**src/tmcw_pkg.sv**
```systemverilog
// ---------------------------------------------------------------------------
// tmcw_pkg
// Shared types, field widths and character codes of the text console writer.
// ---------------------------------------------------------------------------
package tmcw_pkg;

  // default screen geometry
  localparam int DEF_COLS = 80;
  localparam int DEF_ROWS = 25;

  // payload widths
  localparam int CMD_W   = 2;
  localparam int CHAR_W  = 8;
  localparam int TGT_W   = 8;
  localparam int RADDR_W = 11;
  localparam int POS_W   = 11;
  localparam int COL_W   = 7;
  localparam int ROW_W   = 5;
  localparam int CELL_W  = 16;

  // configuration port
  localparam int CFG_IDX_W  = 1;
  localparam int CFG_DATA_W = 4;
  localparam logic [CFG_IDX_W-1:0] REG_FOREGROUND = 1'd0;
  localparam logic [CFG_IDX_W-1:0] REG_BACKGROUND = 1'd1;
  localparam logic [CFG_DATA_W-1:0] FG_RESET = 4'hF;
  localparam logic [CFG_DATA_W-1:0] BG_RESET = 4'h0;

  // character codes
  localparam logic [CHAR_W-1:0] CH_NEWLINE   = 8'd10;
  localparam logic [CHAR_W-1:0] CH_RETURN    = 8'd13;
  localparam logic [CHAR_W-1:0] CH_BACKSPACE = 8'd8;
  localparam logic [CHAR_W-1:0] CH_SPACE     = 8'd32;

  // cell value after reset: space on attribute 0x0F
  localparam logic [CELL_W-1:0] INIT_CELL = 16'h0F20;

  typedef enum logic [CMD_W-1:0] {
    CMD_PUT   = 2'd0,
    CMD_SET   = 2'd1,
    CMD_CLEAR = 2'd2,
    CMD_READ  = 2'd3
  } tmcw_cmd_t;

  typedef enum logic [2:0] {
    ST_INIT,
    ST_IDLE,
    ST_EXEC,
    ST_SCROLL,
    ST_FILL,
    ST_FINISH
  } tmcw_state_t;

  // controller to datapath
  typedef struct packed {
    logic in_take;
    logic exec;
    logic cnt_clr;
    logic cnt_inc;
    logic init_wr;
    logic fill_wr;
    logic scroll_op;
    logic scroll_set;
    logic out_load;
  } tmcw_ctrl_t;

  // datapath to controller
  typedef struct packed {
    tmcw_cmd_t cmd;
    logic      scroll_need;
    logic      fill_end;
    logic      scroll_end;
    logic      out_free;
  } tmcw_stat_t;

endpackage

```
**src/tmcw_ctrl.sv**
```systemverilog
// ---------------------------------------------------------------------------
// tmcw_ctrl
// Sequencer of the console writer: accepts beats, runs sweeps, loads results.
// ---------------------------------------------------------------------------
module tmcw_ctrl (
  input  logic                 clk,
  input  logic                 rst_n,
  input  logic                 in_valid,
  output logic                 in_ready,
  input  tmcw_pkg::tmcw_stat_t stat,
  output tmcw_pkg::tmcw_ctrl_t ctrl
);

  tmcw_pkg::tmcw_state_t state_r, state_nxt;

  // state register, reset starts the buffer clearing pass
  always_ff @(posedge clk) begin
    if (!rst_n) begin
      state_r <= tmcw_pkg::ST_INIT;
    end else begin
      state_r <= state_nxt;
    end
  end

  // next state and commands
  always_comb begin
    state_nxt = state_r;
    ctrl      = '0;
    in_ready  = 1'b0;
    case (state_r)
      tmcw_pkg::ST_INIT: begin
        ctrl.init_wr = 1'b1;
        ctrl.cnt_inc = 1'b1;
        if (stat.fill_end) begin
          ctrl.cnt_clr = 1'b1;
          state_nxt    = tmcw_pkg::ST_IDLE;
        end
      end
      tmcw_pkg::ST_IDLE: begin
        in_ready = 1'b1;
        if (in_valid) begin
          ctrl.in_take = 1'b1;
          state_nxt    = tmcw_pkg::ST_EXEC;
        end
      end
      tmcw_pkg::ST_EXEC: begin
        ctrl.exec = 1'b1;
        case (stat.cmd)
          tmcw_pkg::CMD_PUT, tmcw_pkg::CMD_SET: begin
            if (stat.cmd == tmcw_pkg::CMD_PUT && stat.scroll_need) begin
              ctrl.scroll_set = 1'b1;
              ctrl.cnt_clr    = 1'b1;
              state_nxt       = tmcw_pkg::ST_SCROLL;
            end else if (stat.out_free) begin
              ctrl.out_load = 1'b1;
              state_nxt     = tmcw_pkg::ST_IDLE;
            end else begin
              state_nxt = tmcw_pkg::ST_FINISH;
            end
          end
          tmcw_pkg::CMD_CLEAR: begin
            ctrl.cnt_clr = 1'b1;
            state_nxt    = tmcw_pkg::ST_FILL;
          end
          default: begin
            // read issued here, data ready next cycle
            state_nxt = tmcw_pkg::ST_FINISH;
          end
        endcase
      end
      tmcw_pkg::ST_SCROLL: begin
        ctrl.scroll_op = 1'b1;
        ctrl.cnt_inc   = 1'b1;
        if (stat.scroll_end) begin
          ctrl.cnt_clr = 1'b1;
          state_nxt    = tmcw_pkg::ST_FINISH;
        end
      end
      tmcw_pkg::ST_FILL: begin
        ctrl.fill_wr = 1'b1;
        ctrl.cnt_inc = 1'b1;
        if (stat.fill_end) begin
          ctrl.cnt_clr = 1'b1;
          state_nxt    = tmcw_pkg::ST_FINISH;
        end
      end
      tmcw_pkg::ST_FINISH: begin
        if (stat.out_free) begin
          ctrl.out_load = 1'b1;
          state_nxt     = tmcw_pkg::ST_IDLE;
        end
      end
      default: begin
        state_nxt = tmcw_pkg::ST_INIT;
      end
    endcase
  end

endmodule

```
**config.mk**
```make
export PLATFORM = sky130hd
export DESIGN_NAME = tmcw_ctrl
export DESIGN_NICKNAME = d
export VERILOG_FILES = /design/src/tmcw_pkg.sv /design/src/tmcw_ctrl.sv
export SDC_FILE = /design/constraint.sdc
export NUM_CORES = 1
export LEC_CHECK = 0
export BUFFER_PORTS_ARGS = -buffer_cell sky130_fd_sc_hd__buf_2
export CAP_MARGIN = 20
export CORE_AREA = 2 2 39 41
export DETAILED_ROUTE_END_ITERATION = 8
export DIE_AREA = 0 0 41 43
export GPL_ROUTABILITY_DRIVEN = 0
export GPL_TIMING_DRIVEN = 0
export MAX_ROUTING_LAYER = met4
export PLACE_DENSITY = 0.53
export SYNTH_ARGS = -nofsm -noshare
export SYNTH_HDL_FRONTEND = slang
export SYNTH_SLANG_ARGS = --single-unit
```
**constraint.sdc**
```tcl
create_clock -name clk -period 1.15 [get_ports clk]
set_clock_uncertainty 0.15 [all_clocks]
set_input_delay 0 -clock clk [delete_from_list [all_inputs] [get_ports clk]]
set_output_delay 0 -clock clk [all_outputs]
set_load 0.005 [all_outputs]
```
==> reports/results.ini <==
[timing]
fin_setup_tns_ps=-1300
maxSlewViolCount=0
setup_slack_ps=-211
min_period_ps=1360
relSlewSlack_pct=83.0
rsz0062_at_grt=yes
fin_crit_sh_pct=118
finalSetupViolCount=10
hold_viol=1
fin_hold_ws_ps=-7.55
tightest_slew_ps=254
max_freq_ghz=0.735

[yosys]
ys_seq_elements=3
netlist_instances=43
async_reset_ff_share_pct=0
synth_fp_nets=52
avgSynthCellArea_um2=7.07
ys_seq_area_share_pct=19.8
synth_cell_types=24
syn_area_um2=304
synth_flop_cell=dfxtp_1
ys_warn_count=0
synth-edff-count=0

[routing]
postRouteAntennaNets=0
routedWlPerCell_um=10.8
drc=0
routed_via_density=4.70
drt_wl_total_um=951
dr.pass1.iters=4
drt_iter0_markers=8
vias=414

[placement]
place_inst=77
pre_cts_slack_ps=-94.8
io_buffers=18
dp_hpwl_um=668

[floorplanning]
core-area_um2=1380
die_y_um=43
start_util_pct=22.0
ioPinCount=19
die_x_um=41
rows=14
die-area_um2=1760

[power]
ir_worst_vdd_mv=1.01
p_leak_nw=0.269
powerDensity_nw_per_um2=927

[final_layout]
drive_gt1_share_pct=56.9
fill_cells=139
regMostFlops=state_r
utilization_pct=42.1
largest_register_ffs=3
reg.largest.list=state_r: 3 flops
area_growth_syn_to_layout_pct=91.8
regArea_um2=68.8
nNetsFinal=82
multi_input_area_um2=269
instances_no_fill=88
antenna_cells=0

[critical_path]
path_delay_family=compound AO/OA/AOI/OAI gates
endpoint_kind=primary output
crit_chain=nand2b_4 -> o32a_1 -> o21ai_2 -> buf_2
path_buf_inv=1
crit_required_ps=1000
arrival_ps=1210
crit_path_max_fanout=4
r2r_cells=4
crit_path_start_kind=flop
path_class=reg2out
r2r_slack_ps=-130
reg2reg_to=state_r[1]$_SDFFE_PN0P_
r2r_start=state_r[2]$_SDFFE_PN0P_
slowest_stage=dfxtp_4
slowest_delay_ps=340

[grt]
grt_pass1_vias=355
antenna_found_initial=0
grt.met1_usage_pct=15.7
busiest_layer=met2
grt.met3_usage_pct=3.14
grt-ovfl-total=0
grt_max_degree=11
use_met2_pct=18.1
grtUsageTotal_pct=11.6
grt_pass1_wl_um=1430

[clocking]
numCtsBuffers=3
htreeDepth=1
clk-insertion-delay-late_ps=230
tritoncts=built
cts-root-buf=clkbuf_4
clock_sinks=3
cts.clk_slew.worst_paths_ps=40
cts.path.max_buffers=2

[run_status]
outcome=complete, but fails checks
failed_checks=negative hold slack, negative setup slack

[hold_path]
min-delay-start=stat[5]
hold_depth=4
hold_end=state_r[2]$_SDFFE_PN0P_
hp-class=in2reg

[job]
max_cap_viol_count=0

[where the power goes]
| group | switching, mW | internal, mW |
|---|---|---|
| Clock | 0.0496 | 0.130 |
| Combinational | 0.102 | 0.123 |
| Sequential | 0.0192 | 0.117 |
[repair_timing]
action,4_1_cts,5_1_grt
resized for setup,17,3
buffers inserted,2,1
hold buffers,4,0
endpoints found under the hold margin,3,0
setup endpoints to repair,12,13
pin swaps,2,2
[synthesized netlist by cell type (2+ instances only)]
master | n | area share, %
nor2b_1 | 4 | 8.2
buf_2 | 2 | 3.3
inv_1 | 3 | 3.7
nor3_1 | 2 | 3.3
a21oi_1 | 3 | 4.9
dfxtp_1 | 3 | 20
nand2b_1 | 4 | 8.2
nor2_1 | 6 | 7.4
[final cells by class]
type                    count  area share, %
multi-input cells          35           46.1
repair buffers             25           28.3
flip-flops and latches      3           11.8
clock buffers               4           4.51
plain buffers               2           3.86
well taps                  16           3.43
inverters                   3           1.93
[how the worst max path moves through the flow]
stage                              end  slack [ps]  cells after the start                    start
3_5_place_dp   state_r[2]$_SDFFE_PN0P_         -90                      3  state_r[0]$_SDFFE_PN0P_
4_1_cts                        ctrl[6]        -220                      4  state_r[2]$_SDFFE_PN0P_
5_1_grt                        ctrl[6]        -260                      4  state_r[2]$_SDFFE_PN0P_
2_1_floorplan  state_r[2]$_SDFFE_PN0P_          20                      3  state_r[0]$_SDFFE_PN0P_
3_3_place_gp   state_r[2]$_SDFFE_PN0P_         -90                      3  state_r[0]$_SDFFE_PN0P_
6_report                       ctrl[6]        -210                      4  state_r[2]$_SDFFE_PN0P_
[cells in the final DEF (no fill, tap or decap), types with 2 or more instances in the layout]
cell,count
inv_1,3
nor2b_1,3
buf_2,16
dlygate4sd3_1,4
dfxtp_4,2
nor2_1,5
buf_4,3
nand2b_4,2
buf_6,4
nand2b_1,2
a21oi_1,2
nor3_2,2
clkbuf_4,3
[metal layers]
metal	up-vias	wire [µm]
met5	-	0
met4	0	0
met3	0	57
met2	11	451
met1	190	442
li1	213	-
[worst register-to-register path, stage by stage, from the launching register on]
cell	delay, ps
dfxtp_4	350
buf_4	130
mux2i_1	180
a21oi_1	80
o221a_2	270
[through the flow]
step / instance area, µm² / power (mW)
detailed placement: 415 / 0.302
global route: 583 / 0.577
global placement: 415 / 0.300
floorplan: 305 / 0.229
finish: 583 / 0.541
CTS: 567 / 0.542
[cells by family after synthesis]
kind of cell / after synthesis / synth area share [%]
compound gates: 11 / 28.0
mux: 1 / 3.29
simple gates: 23 / 42.0
flops: 3 / 19.8
buf+inv: 5 / 7.00
(Power assumes the default switching activity.)
